==> src/rtl/sprite_background_pixel_compositor_assert.svh <==
// Assertion helpers shared by the compositor RTL.
// Both expect clk and rst_n in scope.
`ifndef SPRITE_BACKGROUND_PIXEL_COMPOSITOR_ASSERT_SVH
`define SPRITE_BACKGROUND_PIXEL_COMPOSITOR_ASSERT_SVH

// same-cycle implication
`define SBPC_ASSERT_IMPL(name, ante, cons) \
  name: assert property (@(posedge clk) disable iff (!rst_n) (ante) |-> (cons)) \
    else $error("sbpc assertion failed");

// next-cycle implication
`define SBPC_ASSERT_NEXT(name, ante, cons) \
  name: assert property (@(posedge clk) disable iff (!rst_n) (ante) |=> (cons)) \
    else $error("sbpc assertion failed");

`endif

==> src/rtl/sbpc_pkg.sv <==
package sbpc_pkg;

  localparam int SPRITE_LAYERS = 4;
  localparam int BG_LAYERS     = 4;
  localparam int CHAN_W        = 5;
  localparam int NUM_CHAN      = 3;

  localparam int PRESENT_BIT   = 15;
  localparam int BACKDROP_TGT  = 5;

  localparam logic [CHAN_W-1:0] CHAN_MAX        = 5'h1F;
  localparam logic [2:0]        BACKDROP_PRIO   = 3'd4;
  localparam logic [3:0]        OBJ_WINNER_BASE = 4'd5;

  // config register indexes
  localparam logic [2:0] CFG_BG_PRIO   = 3'd0;
  localparam logic [2:0] CFG_BG_EN     = 3'd1;
  localparam logic [2:0] CFG_TGT_MASK  = 3'd2;
  localparam logic [2:0] CFG_ALPHA_A   = 3'd3;
  localparam logic [2:0] CFG_ALPHA_B   = 3'd4;
  localparam logic [2:0] CFG_BACKDROP  = 3'd5;

  typedef logic [15:0] color_t;
  typedef logic [BG_LAYERS-1:0][15:0] layer_arr_t;
  typedef logic [CHAN_W-1:0] alpha_t;

  typedef struct packed {
    logic   found;
    color_t color;
  } sbpc_tgt_t;

  // two-bit priority of background n
  function automatic logic [1:0] bg_prio(input logic [7:0] pack, input logic [1:0] n);
    bg_prio = pack[{n, 1'b0} +: 2];
  endfunction

endpackage

==> src/rtl/sbpc_target.sv <==
module sbpc_target (
  input  logic [1:0]             start_prio,
  input  sbpc_pkg::layer_arr_t   layers,
  input  logic [7:0]             prio_pack,
  input  logic [3:0]             en_mask,
  input  logic [5:0]             tgt_mask,
  input  sbpc_pkg::color_t       backdrop,
  output sbpc_pkg::sbpc_tgt_t    tgt
);
  import sbpc_pkg::*;

  logic [BG_LAYERS-1:0] same_hit;
  logic [BG_LAYERS-1:0] later;
  logic [1:0]           prio [BG_LAYERS];
  logic                 same_found;
  logic [1:0]           same_n;
  logic                 best_vld;
  logic [1:0]           best_n;
  logic [1:0]           best_p;

  always_comb begin
    for (int n = 0; n < BG_LAYERS; n++) begin
      prio[n]     = bg_prio(prio_pack, 2'(n));
      same_hit[n] = layers[n][PRESENT_BIT] & en_mask[n] & tgt_mask[n] &
                    (prio[n] == start_prio);
      later[n]    = layers[n][PRESENT_BIT] & en_mask[n] & (prio[n] > start_prio);
    end
  end

  // first target at the sprite's own priority, lowest background wins
  always_comb begin
    same_found = 1'b0;
    same_n     = '0;
    for (int n = BG_LAYERS - 1; n >= 0; n--) begin
      if (same_hit[n]) begin
        same_found = 1'b1;
        same_n     = 2'(n);
      end
    end
  end

  // first live layer behind the sprite, ordered by (priority, index)
  always_comb begin
    best_vld = 1'b0;
    best_n   = '0;
    best_p   = '0;
    for (int n = 0; n < BG_LAYERS; n++) begin
      if (later[n] && (!best_vld || prio[n] < best_p)) begin
        best_vld = 1'b1;
        best_n   = 2'(n);
        best_p   = prio[n];
      end
    end
  end

  always_comb begin
    if (same_found) begin
      tgt.found = 1'b1;
      tgt.color = layers[same_n];
    end else if (best_vld) begin
      // an opaque layer that is not a target hides everything below
      tgt.found = tgt_mask[best_n];
      tgt.color = layers[best_n];
    end else begin
      tgt.found = tgt_mask[BACKDROP_TGT];
      tgt.color = backdrop;
    end
  end

endmodule

==> src/rtl/sbpc_blend.sv <==
module sbpc_blend (
  input  sbpc_pkg::color_t color_a,
  input  sbpc_pkg::color_t color_b,
  input  sbpc_pkg::alpha_t alpha_a,
  input  sbpc_pkg::alpha_t alpha_b,
  output sbpc_pkg::color_t color_out
);
  import sbpc_pkg::*;

  logic [2*CHAN_W-1:0] prod_a [NUM_CHAN];
  logic [2*CHAN_W-1:0] prod_b [NUM_CHAN];
  logic [2*CHAN_W:0]   sum    [NUM_CHAN];
  logic [2*CHAN_W-4:0] scaled [NUM_CHAN];

  always_comb begin
    color_out = '0;
    for (int c = 0; c < NUM_CHAN; c++) begin
      prod_a[c] = {{CHAN_W{1'b0}}, color_a[c*CHAN_W +: CHAN_W]} *
                  {{CHAN_W{1'b0}}, alpha_a};
      prod_b[c] = {{CHAN_W{1'b0}}, color_b[c*CHAN_W +: CHAN_W]} *
                  {{CHAN_W{1'b0}}, alpha_b};
      sum[c]    = {1'b0, prod_a[c]} + {1'b0, prod_b[c]};
      scaled[c] = sum[c][2*CHAN_W:4];
      color_out[c*CHAN_W +: CHAN_W] = (scaled[c] > {2'b00, CHAN_MAX}) ?
                                      CHAN_MAX : scaled[c][CHAN_W-1:0];
    end
    color_out[PRESENT_BIT] = 1'b1;
  end

endmodule

==> src/rtl/sprite_background_pixel_compositor.sv <==
// Pixel compositor: takes one pixel per clock and never pushes back, so busy
// stays low and a request is taken at every clock edge with start high. Each
// request yields exactly one result on out_pixel_color / out_final_winner,
// flagged by out_valid for one cycle, after it passes the input register and
// then the result register; results come out in request order and the
// receiver must take them as they appear. Configuration registers are written
// through cfg_valid / cfg_ready (always ready); write them only while no pixel
// is in flight, since the compositing logic reads them live.
module sprite_background_pixel_compositor (
  input  logic                 clk,
  input  logic                 rst_n,
  // pixel requests
  input  logic                 start,
  output logic                 busy,
  input  sbpc_pkg::color_t     in_bg_color,
  input  logic [2:0]           in_bg_winner,
  input  sbpc_pkg::color_t     in_obj_color0,
  input  sbpc_pkg::color_t     in_obj_color1,
  input  sbpc_pkg::color_t     in_obj_color2,
  input  sbpc_pkg::color_t     in_obj_color3,
  input  logic [3:0]           in_obj_semi_mask,
  input  sbpc_pkg::color_t     in_bg_layer0_color,
  input  sbpc_pkg::color_t     in_bg_layer1_color,
  input  sbpc_pkg::color_t     in_bg_layer2_color,
  input  sbpc_pkg::color_t     in_bg_layer3_color,
  // results
  output logic                 out_valid,
  output sbpc_pkg::color_t     out_pixel_color,
  output logic [3:0]           out_final_winner,
  // configuration writes
  input  logic                 cfg_valid,
  output logic                 cfg_ready,
  input  logic [2:0]           cfg_index,
  input  logic [15:0]          cfg_data
);
  import sbpc_pkg::*;

  // ---------------- configuration registers ----------------
  logic [7:0]  bg_prio_r;
  logic [3:0]  bg_en_r;
  logic [5:0]  tgt_mask_r;
  alpha_t      alpha_a_r;
  alpha_t      alpha_b_r;
  color_t      backdrop_r;

  assign cfg_ready = 1'b1;

  always_ff @(posedge clk) begin
    if (!rst_n) begin
      bg_prio_r  <= '0;
      bg_en_r    <= '0;
      tgt_mask_r <= '0;
      alpha_a_r  <= 5'd16;
      alpha_b_r  <= '0;
      backdrop_r <= '0;
    end else if (cfg_valid && cfg_ready) begin
      unique case (cfg_index)
        CFG_BG_PRIO:  bg_prio_r  <= cfg_data[7:0];
        CFG_BG_EN:    bg_en_r    <= cfg_data[3:0];
        CFG_TGT_MASK: tgt_mask_r <= cfg_data[5:0];
        CFG_ALPHA_A:  alpha_a_r  <= cfg_data[CHAN_W-1:0];
        CFG_ALPHA_B:  alpha_b_r  <= cfg_data[CHAN_W-1:0];
        CFG_BACKDROP: backdrop_r <= cfg_data;
        default: ;  // unmapped index, write dropped
      endcase
    end
  end

  // ---------------- input register ----------------
  logic       accept;
  logic       s1_valid_r;
  color_t     bg_color_r;
  logic [2:0] bg_winner_r;
  logic [SPRITE_LAYERS-1:0][15:0] obj_r;
  logic [SPRITE_LAYERS-1:0]       semi_r;
  layer_arr_t layers_r;

  assign busy   = 1'b0;
  assign accept = start && !busy;

  always_ff @(posedge clk) begin
    if (!rst_n) begin
      s1_valid_r <= 1'b0;
    end else begin
      s1_valid_r <= accept;
    end
  end

  always_ff @(posedge clk) begin
    if (accept) begin
      bg_color_r  <= in_bg_color;
      bg_winner_r <= in_bg_winner;
      obj_r       <= {in_obj_color3, in_obj_color2, in_obj_color1, in_obj_color0};
      semi_r      <= in_obj_semi_mask;
      layers_r    <= {in_bg_layer3_color, in_bg_layer2_color,
                      in_bg_layer1_color, in_bg_layer0_color};
    end
  end

  // ---------------- compositing ----------------
  logic        obj_present;
  logic [1:0]  sel;
  logic [2:0]  bg_side_prio;
  logic        obj_wins;
  sbpc_tgt_t   tgt;
  color_t      blended;
  color_t      obj_pix;
  color_t      pixel_nxt;
  logic [3:0]  winner_nxt;

  // foremost present sprite layer
  always_comb begin
    obj_present = 1'b0;
    sel         = '0;
    for (int k = SPRITE_LAYERS - 1; k >= 0; k--) begin
      if (obj_r[k][PRESENT_BIT]) begin
        obj_present = 1'b1;
        sel         = 2'(k);
      end
    end
  end

  // backdrop and out-of-range winners rank below every sprite
  always_comb begin
    if (bg_winner_r >= 3'd1 && bg_winner_r <= 3'd4) begin
      bg_side_prio = {1'b0, bg_prio(bg_prio_r, 2'(bg_winner_r - 3'd1))};
    end else begin
      bg_side_prio = BACKDROP_PRIO;
    end
  end

  assign obj_wins = obj_present && ({1'b0, sel} <= bg_side_prio);
  assign obj_pix  = obj_r[sel];

  sbpc_target u_target (
    .start_prio (sel),
    .layers     (layers_r),
    .prio_pack  (bg_prio_r),
    .en_mask    (bg_en_r),
    .tgt_mask   (tgt_mask_r),
    .backdrop   (backdrop_r),
    .tgt        (tgt)
  );

  sbpc_blend u_blend (
    .color_a   (obj_pix),
    .color_b   (tgt.color),
    .alpha_a   (alpha_a_r),
    .alpha_b   (alpha_b_r),
    .color_out (blended)
  );

  always_comb begin
    if (obj_wins) begin
      pixel_nxt  = (semi_r[sel] && tgt.found) ? blended : obj_pix;
      winner_nxt = OBJ_WINNER_BASE + {2'b00, sel};
    end else begin
      pixel_nxt  = bg_color_r;
      winner_nxt = {1'b0, bg_winner_r};
    end
  end

  // ---------------- result register ----------------
  logic        out_valid_r;
  color_t      pixel_r;
  logic [3:0]  winner_r;

  always_ff @(posedge clk) begin
    if (!rst_n) begin
      out_valid_r <= 1'b0;
    end else begin
      out_valid_r <= s1_valid_r;
    end
  end

  always_ff @(posedge clk) begin
    if (s1_valid_r) begin
      pixel_r  <= pixel_nxt;
      winner_r <= winner_nxt;
    end
  end

  assign out_valid        = out_valid_r;
  assign out_pixel_color  = pixel_r;
  assign out_final_winner = winner_r;

  // ---------------- checks ----------------
`include "sprite_background_pixel_compositor_assert.svh"

  // every result traces back to an accepted request
  `SBPC_ASSERT_IMPL(a_out_has_req, out_valid, $past(accept, 2))
  // staged pixel always reaches the output
  `SBPC_ASSERT_NEXT(a_stage_flow, s1_valid_r, out_valid)
  // a sprite result is either an opaque sprite pixel or a blend: bit 15 set
  `SBPC_ASSERT_IMPL(a_obj_bit15, out_valid && $past(obj_wins), out_pixel_color[PRESENT_BIT])
  // background side passes the resolved color through untouched
  `SBPC_ASSERT_IMPL(a_bg_pass, out_valid && (out_final_winner < OBJ_WINNER_BASE),
                    out_pixel_color == $past(in_bg_color, 2))

endmodule

==> config.mk <==
export PLATFORM = sky130hd
export DESIGN_NAME = sprite_background_pixel_compositor
export DESIGN_NICKNAME = d
export VERILOG_FILES = /design/src/rtl/sbpc_pkg.sv /design/src/rtl/sbpc_target.sv /design/src/rtl/sbpc_blend.sv /design/src/rtl/sprite_background_pixel_compositor.sv
export VERILOG_INCLUDE_DIRS = /design/src /design/src/rtl
export SDC_FILE = /design/constraint.sdc
export NUM_CORES = 1
export LEC_CHECK = 0
export BUFFER_PORTS_ARGS = -buffer_cell sky130_fd_sc_hd__buf_4
export CAP_MARGIN = 0
export CORE_MARGIN = 4
export CORE_UTILIZATION = 40
export DETAILED_ROUTE_END_ITERATION = 16
export PLACE_DENSITY = 0.64
export SYNTH_ARGS = -nofsm -noshare
export SYNTH_HDL_FRONTEND = slang
export SYNTH_SLANG_ARGS = --single-unit
export TNS_END_PERCENT = 20
==> constraint.sdc <==
create_clock -name clk -period 11.3 [get_ports clk]
set_input_delay 2.825 -clock clk [delete_from_list [all_inputs] [get_ports clk]]
set_output_delay 2.825 -clock clk [all_outputs]
set_load 0.005 [all_outputs]
==> impl_summary.md, run 1 <==
Clock tree
The clock drives around 220 sinks. The quantity of hold-fixing buffers added after cts is 0. The TritonCTS clock tree is done. The clock root buffer is clkbuf_16. No sink is reached through more buffers than the 3 on the longest clock path. Clock latency on the worst-skew pair, taken at its later pin, is approximately 0.53 ns. Counting the buffers created by CTS gives 25. The post-cts resize count is 0. CTS built an H-tree with a depth of 1.

After clock tree synthesis, the clock-pin slew on the worst setup and hold paths is 0.06 ns. In this run the post-CTS setup repair buffer count came out at 0.

Yosys
Ranked by total cell area, the synthesized netlist is headed by edfxtp_1, fa_1, ha_1. Yosys mapped a number of flops with a built-in enable equal to 171. The flip-flop cell with the highest count after synthesis is edfxtp_1.

After synthesis, the netlist uses 77 different library cells. The count of mapped cells out of synthesis is 1300. Counting flops with an async set or reset pin after synthesis yields a share of 0.

The number of warning messages in the yosys log is 0. The sequential element share of the synthesized area is 0.413. Synthesis produced a netlist with a net count of 1670.

edfxtp_1 takes more of the synthesized area than any other cell. The mapped cell area is 14500 sq um. The share of the synthesized area in the top cell type is 0.353. The synthesized area per cell is roughly 11 sq um. In this run, synthesis produced a sequential element count of 215.

Die
The floorplan die height is about 200 um. The floorplan core area is 35700 sq um. The initial utilization of the core area, before any placement, comes to 0.407. From left edge to right edge, the die measures 199 um. Row generation in the floorplan step produced between 60 and 70 rows. Pin placement for this block handled 197 I/O pins. The die covers 39500 sq um.

Worst setup path
STA puts the critical path data required time at ~12 ns. The critical path's most frequent cell is inv_1. The start point of the critical path is obj_r[31]. The reg-to-reg startpoint is obj_r[31].

The category of the worst setup path launch point is a register. STA classifies the critical path endpoint as a register. The delay of the slowest cell on the worst path is 0.55 ns. The slowest cell on the critical path is fa_1. STA puts the critical path data arrival time at 10.80 ns. The setup path with the least slack is of type reg -> reg.

The maximum fanout along the worst path is 32.

Drt
The number of vias per cell after detailed routing is 5.18. The first routing iteration left between 400 and 500 violations. After detailed routing, the number of remaining DRC violations is 0. The detail route stage leaves a number of antenna-violating nets equal to 0.

The first-pass detailed-route iteration total is 5. The vias after detailed routing is 10176. For this block, the routed nets add up to roughly 36 mm of wire. In the final routed layout, each cell accounts on average for 18.3 um.

Global routing
The number of global-route vias before repair is 10731. The first global-routing pass estimated 56.2 mm of wire. The number of antenna violations at the first check in global routing is 0. For this run the aggregate overflow at the end of global routing stands at 0. For this run, the total global-route usage over all layers was measured as 0.179. The maximum number of pins on one net before global-route repair is 83.

STA
The number of max-slew violations in the final report is 0. The post-route fraction of the period consumed by the critical path is 0.932. Across the routed clock network, the largest skew measured is 0.0127 ns. Static timing analysis puts the maximum clock frequency at 95.0 MHz.

The worst pin sits at a relative slew slack of 0.227. The total negative slack is 0 ns. The worst path in the final design needs a cycle of 10.53 ns, including I/O delays and setup. The hold violation total from the final report is 0. Setup violations remaining at the end of the flow were counted as 0. Setup repair after global routing left no endpoint under its margin. For the pin with the worst max-slew slack, the measured transition is around 1.2 ns.

Min path
The tightest min-delay check is of the reg -> reg type. The hold path startpoint is backdrop_r[2].

Layout
The antenna cell count is 0. The number of fill cells is 3343. The number of nets in the layout is 1854.

In the final layout, the share of cells above drive strength 1 is 0.202. After routing the design area is about 17000 sq um. The post-synthesis to final-layout area growth is 18.9%.

Place
The count of buffers added on input and output ports is 193. The half-perimeter wire length after placement is approximately 28 mm. The post-place instance area is around 16000 sq um. The congestion estimate from routability-driven global placement came to 0.880.

Power and ir drop
In this run the static leakage power is 0.00741 uW. The cell area power density is around 120 nW/um^2. The peak ir drop on the vdd network is approximately 0.1 mV.

Job
The number of maximum-capacitance constraint violations is 0.

Run status
The flow ran to the end, and the final reports show no timing, DRC or antenna violations.
cells in the mapped netlist (6+ instances only):
master / instances
xnor2_1: 9
nor3_1: 6
nand4_1: 9
mux4_2: 18
fa_1: 90
a211oi_1: 16
nor2b_1: 39
a21oi_1: 26
o31a_1: 6
o2111ai_1: 6
clkbuf_1: 36
ha_1: 106
nand2b_1: 10
buf_4: 6
dfxtp_1: 44
a21o_1: 7
and2_1: 101
nor2_1: 56
o22ai_1: 7
nand2_1: 176
nand3_1: 34
buf_2: 6
xor2_1: 7
inv_1: 116
mux2i_1: 50
a21boi_0: 24
edfxtp_1: 171
o21ai_0: 26
a31o_2: 12
registers in the layout, indices dropped and copies added, names as in the netlist:
signal and count:
out_pixel_color 16, alpha_b_r 5, backdrop_r 15, s1_valid_r 1
tgt_mask_r 5, semi_r 4, alpha_a_r 5, bg_winner_r 3
bg_color_r 16, obj_r 64, out_final_winner 4, bg_en_r 4
bg_prio_r 8, out_valid 1, layers_r 64
report_power, final:
| part | switching [uW] | internal (uW) | leakage [uW] |
|---|---|---|---|
| combinational | 176 | 154 | 0.00499 |
| sequential | 25.8 | 919 | 0.00202 |
| clock | 328 | 497 | 0.000402 |
area by class of cell:
class	instances	area (sq um)	share of cell area
timing repair buffer	206	1550	0.0896
clock buffer	28	637	0.0368
clock inverter	17	193	0.0111
inverter	116	435	0.0252
tap	461	577	0.0333
multi-input combinational	920	7900	0.456
sequential	215	6020	0.348
placed cells by master (no fill, tap or decap), drive strengths merged, types with 8 or more instances in the layout:
master  count
fa         90
buf       206
o21ai      30
a21boi     24
a221oi      8
a211oi     18
nor3        8
nand3      34
a31o       13
clkinv     10
xnor2       9
mux4       18
nand2     176
nor2b      40
edfxtp    171
nand2b     11
ha        106
o22ai       8
nor2       56
clkbuf     28
mux2i      50
a21oi      28
inv       118
dfxtp      44
nand4       9
and2      102
metrics by stage:
stage                     hold WS [ns]  cells  setup WS (ns)  power [uW]  utilization
after floorplan                  0.443   1300          0.742        1150            -
after global placement           0.456   1918          0.996        1290        0.461
after detailed placement         0.461   1918          0.800        1300        0.461
after CTS                        0.468   1963          0.760        2130        0.484
after global routing             0.491   1963          0.191        2210        0.484
final                            0.465   1963          0.774        2100        0.484
path summary, 6_finish.rpt:
kind,slack (ns),endpoint,depth (start not counted)
max,0.77,out_pixel_color[9],42
min,0.46,backdrop_r[2],2
max reg2reg,0.77,out_pixel_color[9],42
min reg2reg,0.46,backdrop_r[2],2
critical path, delay by kind of cell, from the launching register on:
family | cells | cell delay, ns
and+or+nand+nor | 5 | 0.75
buffers and inverters | 8 | 0.91
adders and majority gates | 10 | 4.21
AOI/OAI and AO/OA | 16 | 3.48
DFF | 1 | 0.46
muxes | 3 | 0.42
cells by family (layout without fill, tap and decap cells):
group,Yosys count,in the layout,share of synthesized area
buffers and inverters,165,367,0.0446
adder cells (fa/ha/maj),196,196,0.215
AO/OA/AOI/OAI,183,183,0.0986
AND/OR/NAND/NOR,452,452,0.154
other,2,2,0.000516
XOR/XNOR,16,16,0.00963
flip-flops,215,215,0.413
multiplexers,71,71,0.0646
metal layers:
layer | vias up | track usage | share of wire
met5 | - | 0 | 0
met2 | 177 | 0.330 | 0.52
met4 | 0 | 0.0380 | 0.017
li1 | 4905 | - | -
met3 | 38 | 0.0256 | 0.037
met1 | 5056 | 0.224 | 0.42
No activity file was read; power rests on OpenSTA's default activity.
==> inputs of run 2 (changes only) <==
ABC_AREA = 1   (was not set)
==> impl_summary.md, run 2 <==
Clock tree
The TritonCTS buffer count is 23 (-8.0%). The TritonCTS clock tree is done. The number of H-tree levels was 1 (unchanged). The clock transition time at the flip-flop clock pins of the worst setup and hold paths came to 0.06 ns (about the same).

The cell sitting at the root of the clock tree is a clkbuf_16. The post-cts resize count is 0 (unchanged). The maximum clock path buffer count is 3 (unchanged). The TritonCTS sink count is 215 (unchanged).

The number of setup buffers added after CTS is 0 (unchanged). The insertion delay to the later sink of the worst-skew pair is 0.54 ns (about the same). The quantity of hold-fixing buffers added after cts came to 0 (unchanged).

Yosys
The number of flops mapped to enable cells by yosys was 171 (unchanged). Ranked by total cell area, the synthesized netlist is headed by edfxtp_1, fa_1, ha_1. The net count after synthesis is 2043 (+22%). The count of mapped cells out of synthesis is 1673 (+29%). The number of warning messages in the yosys log was 0 (unchanged). By instance count, the leading cell after synthesis is nand2_1. edfxtp_1 takes more of the synthesized area than any other cell. After synthesis, the largest family of logic cells by area is adder cells. The adder-cell share of the synthesized area came to 0.213 (-0.00211). The share of cell area taken by muxes after synthesis is 0 (-0.0646). The share of the synthesized area in the top cell type is 0.349 (-0.00346).

The xor/xnor cell area share of the yosys netlist is 0.000596 (-0.00904). The synthesized-area fraction occupied by ao, oa, aoi and oai cells is 0.0898 (-0.00889). The mapped cell area came to 14700 sq um (+0.99%). The share of flip-flops with an asynchronous set or reset is 0 (unchanged).

The flip-flop cell with the highest count after synthesis is edfxtp_1. The flip-flop and latch count after synthesis came to 215 (unchanged). The commonest cells after synthesis are nand2_1, nor2_1, inv_1. The area fraction in and, or, nand and nor cells after synthesis came to 0.213 (+0.0591).

The number of distinct library cells after synthesis was 42 (-45%). The synthesized area per cell was 8.78 sq um (-22%). The sequential element share of the synthesized area is 0.409 (-0.00405).

Layout
The post-synthesis to final-layout area growth is 17.8%. The antenna cell count is 0 (unchanged). The largest registers in the layout are layers_r: 64 flops, obj_r: 64 flops. The number of nets in the layout is 2218 (+20%). The fraction of layout instances using a drive strength above 1 is 0.151 (-0.0516). The post-layout utilization of the core is 0.482 (-0.00208). The library cells used most frequently in the layout, excluding fill and tap cells, are nand2_1, nor2_1, inv_1. The leading cell type in the layout, fill and taps excluded is nand2_1.

Power and ir drop
The part of the power in combinational logic is 0.209 (+0.052). The power share of the clock group is 0.350 (-0.043). The switching power summed over all nets is 620 uW (+17%). The internal cell power is 1530 uW (-2.5%). The peak ir drop on the vdd network is 0.166 mV (+66%). The portion of total power attributed to sequential cells was 0.441 (-0.009). The cell leakage power is 0.00792 uW (+6.8%). The cell area power density is 124 nW/um^2 (+2.4%). The switching power as a share of total power is 0.288 (+0.0361).

Global routing
The residual overflow from global routing was 0 (unchanged). The met3 routing resource usage after global routing was 0.0393 (+0.0137). The total global-route track usage is 0.200 (+0.0210). The maximum number of pins on one net before global-route repair is 87 (+4.8%).

The global routing's busiest layer is met2. The routing usage on met1 is 0.269 (+0.0445). The number of antenna violations at the first check in global routing came to 0 (unchanged). The number of global-route vias before repair is 12137 (+13%).

The wire length of the first global-routing pass came to 63.4 mm (+13%). The fraction of met2 tracks used by global routing is 0.334 (+0.00403).

Place
The count of port buffers added during placement is 193 (unchanged). The placer congestion estimate is 0.887 (+0.69%). The half-perimeter wire length after placement was 30.0 mm (+8.2%).

Die
The die outline area was 39900 sq um (+0.95%). The number of I/O pins is 197 (unchanged). The number of placement rows is 69 (unchanged).

The effective utilization at floorplan is 0.409 (+0.00205). The floorplan core area is 35900 sq um (+0.48%). The floorplan die height came to 200 um (+0.47%). The horizontal die dimension is 200 um (+0.47%).

Worst setup path
The worst reg2reg path depth was 53 (+26%). The data arrival at the endpoint of the critical path is 9.81 ns (-0.99 ns). The critical path data required time is 11.58 ns (about the same).

The category of the worst setup path launch point is a register. The cell that appears most often on the critical path is nand2_1. The maximum fanout along the worst path came to 40 (+25%).

On the critical path, the stage with the largest delay is an instance of fa_1. The type of the worst setup path is reg -> reg. The delay of the slowest cell on the worst path came to 0.55 ns (about the same). The critical path capture point type is a register.

STA
The worst slew slack as a fraction of its limit came to 0.276 (+0.0491). The worst clock skew on the final layout was 0.0109 ns (-0.00176 ns). The fmax is 105 MHz (+10%). The number of max-slew violations in the final report is 0 (unchanged). The total negative slack was 0 ns (unchanged). The post-route minimum period is 9.53 ns (-0.992 ns). The post-route fraction of the period consumed by the critical path is 0.844 (-0.0878).

The count of endpoints failing setup in the final report came to 0 (unchanged). Setup repair after global routing left no endpoint under its margin. The transition time at the pin with the least slew margin was 1.08 ns (-0.0726 ns).

The hold violation total from the final report is 0 (unchanged).

Run status
The run finished with clean final reports.

Drt
The DRC violation count after routing is 0 (unchanged). The total wirelength of the detailed-routed design is 39.7 mm (+11%). The number of vias per cell after detailed routing came to 5.19 (+0.15%). The DRC marker count from the first detailed-route iteration is 892 (+93%). The first-pass detailed-route iteration total is 5 (unchanged). The vias after detailed routing is 12071 (+19%). The routed length per instance came to 17.1 um (-6.6%).

The post-route antenna net violation count came to 0 (unchanged).

Min path
The class of the worst hold path is reg -> reg. The number of stages on the worst hold path is 2 (unchanged).

Job
The number of maximum-capacitance constraint violations is 0 (unchanged).
run 2: changes by cell type after synthesis, sizes merged, moves of 17 or more:
cell | before | now
a211oi | 18 | 1
a21boi | 24 | 0
a21oi | 28 | 97
and2 | 102 | 0
inv | 116 | 223
mux2i | 50 | 0
mux4 | 18 | 0
nand2 | 176 | 358
nand3 | 34 | 113
nor2 | 56 | 224
nor2b | 40 | 0
o21ai | 30 | 116
run 2: final cells by class:
type	instances	area (sq um)
multi-input cells	1179	7600
well taps	461	577
clock buffers	30	622
repair buffers	201	1510
flip-flops and latches	215	6020
clock inverters	11	125
fillers	3469	18600
inverters	228	857
run 2: critical path: cells and delay by family, from the launching register on:
kind	cells	cell delay (ns)
flops	1	0.42
fa+ha+maj	10	4.15
buf+inv	7	0.58
compound gates	5	0.78
simple gates	31	3.30
run 2: per-layer routing:
| layer | vias up | wire [um] |
|---|---|---|
| li1 | 5845 | - |
| met1 | 5738 | 16800 |
| met2 | 424 | 18800 |
| met3 | 64 | 2970 |
| met4 | 0 | 1040 |
| met5 | - | 0 |
run 2: through the flow:
step	instances	hold slack [ns]	cell area [sq um]	total power, uW	setup WS, ns
final	2325	0.474	17300	2150	1.77
after floorplan	1673	0.446	14700	1230	2.18
after detailed placement	2284	0.464	16600	1410	1.81
after global routing	2325	0.519	17300	2270	0.930
after CTS	2325	0.474	17300	2170	1.78
after global placement	2284	0.467	16600	1400	1.97
run 2: worst paths after layout:
| path | startpoint | end | slack [ns] |
|---|---|---|---|
| hold reg to reg | tgt_mask_r[2] | tgt_mask_r[2] | 0.47 |
| setup / recovery | obj_r[15] | out_pixel_color[2] | 1.77 |
| hold / removal | tgt_mask_r[2] | tgt_mask_r[2] | 0.47 |
| setup reg to reg | obj_r[15] | out_pixel_color[2] | 1.77 |
run 2: cell families after synthesis:
| family | after synthesis |
|---|---|
| simple gates | 734 |
| buf+inv | 279 |
| compound gates | 246 |
| flops | 215 |
| fa+ha+maj | 196 |
| other cells | 2 |
| xor+xnor | 1 |
run 2: power groups by stage:
stage	Combinational, uW	Sequential (uW)	Clock (uW)
2_1_floorplan	271	959	0
3_3_place_gp	439	964	0
3_5_place_dp	447	966	0
4_1_cts	451	949	771
5_1_grt	511	954	804
6_report	450	949	752
==> inputs of run 3 (changes only) <==
ABC_AREA = 0   (was 1)
clock period = 8.46 ns   (was 11.3 ns; I/O delays follow)
==> impl_summary.md, run 3 (synthesized netlist as in run 1, its figures left out) <==
Worst setup path
The worst reg2reg path depth is 41 (-23%). The internal reg-to-reg setup slack came to -0.60 ns (-2.37 ns). The type of the worst setup path is reg -> reg. In this run the critical register-to-register path is launched from obj_r[63].

The category of the worst setup path launch point is a register. The maximum fanout along the worst path came to 13 (-68%). The delay of the slowest cell on the worst path is 0.51 ns (-0.04 ns). The worst setup path is captured at a register.

The data arrival at the endpoint of the critical path is 9.32 ns (-0.49 ns). The critical path data required time is 8.72 ns (-2.86 ns). The critical path's most frequent cell is fa_1. In this run the critical register-to-register path is captured at out_pixel_color[14]. For this design, the slowest cell found on the critical path is fa_1.

Clock tree
The maximum clock path buffer count was 3 (unchanged). The clock transition time at the flip-flop clock pins of the worst setup and hold paths is 0.06 ns (about the same). The clock root buffer is clkbuf_16. The insertion delay to the later sink of the worst-skew pair is 0.52 ns (-0.02 ns). TritonCTS built the clock tree. The TritonCTS sink count is 215 (unchanged). The TritonCTS buffer count is 24 (+4.3%). The number of H-tree levels is 1 (unchanged).

Layout
The antenna cell count came to 0 (unchanged). The fraction of layout instances using a drive strength above 1 is 0.271 (+0.121). In the layout the commonest cells are buf_4, nand2_1, edfxtp_1. Relative to the synthesized area, the layout overhead comes to 25.0%. In the final layout, the registers with the most flip-flops are layers_r: 64 flops, obj_r: 64 flops. The post-layout utilization of the core is 0.509 (+0.0267). Leaving out fill and tap cells, the most frequent cell in the layout is buf_4.

The number of nets in the layout was 1937 (-13%).

Place
The half-perimeter wire length after placement is 28.0 mm (-6.5%). The placer congestion estimate is 0.869 (-2.0%). The count of port buffers added during placement is 193 (unchanged).

Die
The floorplan die height came to 199 um (-0.47%). The effective utilization at floorplan is 0.407 (-0.00205). The die outline area is 39500 sq um (-0.94%). The horizontal die dimension is 199 um (-0.47%). The floorplan core area is 35700 sq um (-0.48%). The number of placement rows is 69 (unchanged). The number of I/O pins is 197 (unchanged).

Drt
The routed length per instance is 18.0 um (+5.3%). The DRC marker count from the first detailed-route iteration is 514 (-42%). The vias after detailed routing was 10525 (-13%). The first-pass detailed-route iteration total is 5 (unchanged). The DRC violation count after routing was 0 (unchanged).

The total wirelength of the detailed-routed design is 36.8 mm (-7.4%). The post-route antenna net violation count is 0 (unchanged). The number of vias per cell after detailed routing is 5.14 (-0.92%).

Global routing
The maximum number of pins on one net before global-route repair is 88 (+1.1%). The number of antenna violations at the first check in global routing is 0 (unchanged). The number of global-route vias before repair is 11330 (-6.6%). The wire length of the first global-routing pass is 58.4 mm (-7.9%). The total global-route track usage is 0.185 (-0.0150). The residual overflow from global routing is 0 (unchanged).

STA
The worst clock skew on the final layout is 0.00785 ns (-0.00309 ns). Setup repair after global routing could not meet its margin everywhere. The worst slew slack as a fraction of its limit is 0.420 (+0.144). The number of max-slew violations in the final report came to 0 (unchanged).

The post-route fraction of the period consumed by the critical path is 1.07 (+0.228). The post-route minimum period is 9.06 ns (-0.469 ns). The hold violation total from the final report is 0 (unchanged).

The fmax is 110 MHz (+5.2%). The count of endpoints failing setup in the final report is 15 (+15). The transition time at the pin with the least slew margin is 0.864 ns (-0.218 ns). The setup slack after layout is -0.605 ns (-2.37 ns).

Power and ir drop
The cell area power density is 152 nW/um^2 (+23%). The cell leakage power is 0.00782 uW (-1.2%). The peak ir drop on the vdd network was 0.166 mV (+0.17%). The post-route total power came to 2770 uW (+29%).

Job
The number of maximum-capacitance constraint violations is 0 (unchanged).

Min path
The worst hold path begins at backdrop_r[3]. The class of the worst hold path is reg -> reg. The number of stages on the worst hold path is 2 (unchanged).

For hold timing, the worst endpoint is backdrop_r[3].

Run status
The final reports fail on setup timing. The flow ran to the end, but the final reports show violations.
run 3: cell types whose count changed in the layout (fill, tap and decap cells not counted), moves of 18 or more:
cell	delta
mux4_2	+18
nor2b_1	+39
mux2i_1	+47
buf_4	+86
and2_1	+101
nand3_1	-72
nor2_1	-166
a21oi_1	-79
o21ai_0	-85
inv_1	-107
a21boi_0	+24
nand2_1	-164
run 3: layer usage:
layer  track usage  share of wire  vias up
met2         0.337           0.53      220
met3        0.0259          0.039       62
met1         0.232           0.41     5180
li1              -              -     5063
met5             0              0        -
met4        0.0484          0.025        0
run 3: layout make-up:
cell class | instances | area, sq um
clock buffers | 30 | 654
inverters | 116 | 440
well taps | 461 | 577
flip-flops and latches | 215 | 6020
multi-input cells | 920 | 8180
clock inverters | 14 | 104
repair buffers | 290 | 2210
fillers | 3233 | 17600
run 3: critical path: cells and delay by family, from the launching register on:
family | cells | cell delay [ns]
AO/OA/AOI/OAI | 14 | 2.50
adder cells (fa/ha/maj) | 10 | 3.62
buffers and inverters | 8 | 0.70
flip-flops | 1 | 0.37
multiplexers | 1 | 0.16
AND/OR/NAND/NOR | 8 | 1.46
run 3: how the worst max path moves through the flow:
stage | start | slack, ns | to | cells past startpoint
2_1_floorplan | obj_r[15] | -1.14 | out_pixel_color[12] | 43
3_3_place_gp | obj_r[63] | -0.65 | out_pixel_color[12] | 40
3_5_place_dp | obj_r[63] | -0.71 | out_pixel_color[12] | 41
4_1_cts | obj_r[15] | -0.61 | out_pixel_color[14] | 40
5_1_grt | obj_r[15] | -1.02 | out_pixel_color[12] | 41
6_report | obj_r[63] | -0.60 | out_pixel_color[14] | 41
run 3: repair_timing:
| action | CTS | global route |
|---|---|---|
| hold buffers | 0 | 0 |
| gates cloned | 0 | 0 |
| buffers inserted | 6 | 0 |
| pin swaps | 26 | 13 |
| setup endpoints to repair | 15 | 15 |
| gates resized for setup | 17 | 14 |
run 3: power by group:
part / internal (uW) / switching, uW
combinational: 251 / 254
sequential: 1230 / 33.7
clock: 580 / 423
run 3: metrics by stage:
step | hold slack (ns) | cell area [sq um] | setup WS [ns] | TNS, ns | cells
floorplan | 0.443 | 14700 | -1.14 | -15.57 | 1300
global placement | 0.455 | 17200 | -0.652 | -8.91 | 1996
detailed placement | 0.459 | 17200 | -0.705 | -9.52 | 1996
CTS | 0.469 | 18100 | -0.615 | -7.49 | 2046
global route | 0.492 | 18200 | -1.02 | -13.54 | 2046
finish | 0.467 | 18200 | -0.605 | -7.37 | 2046
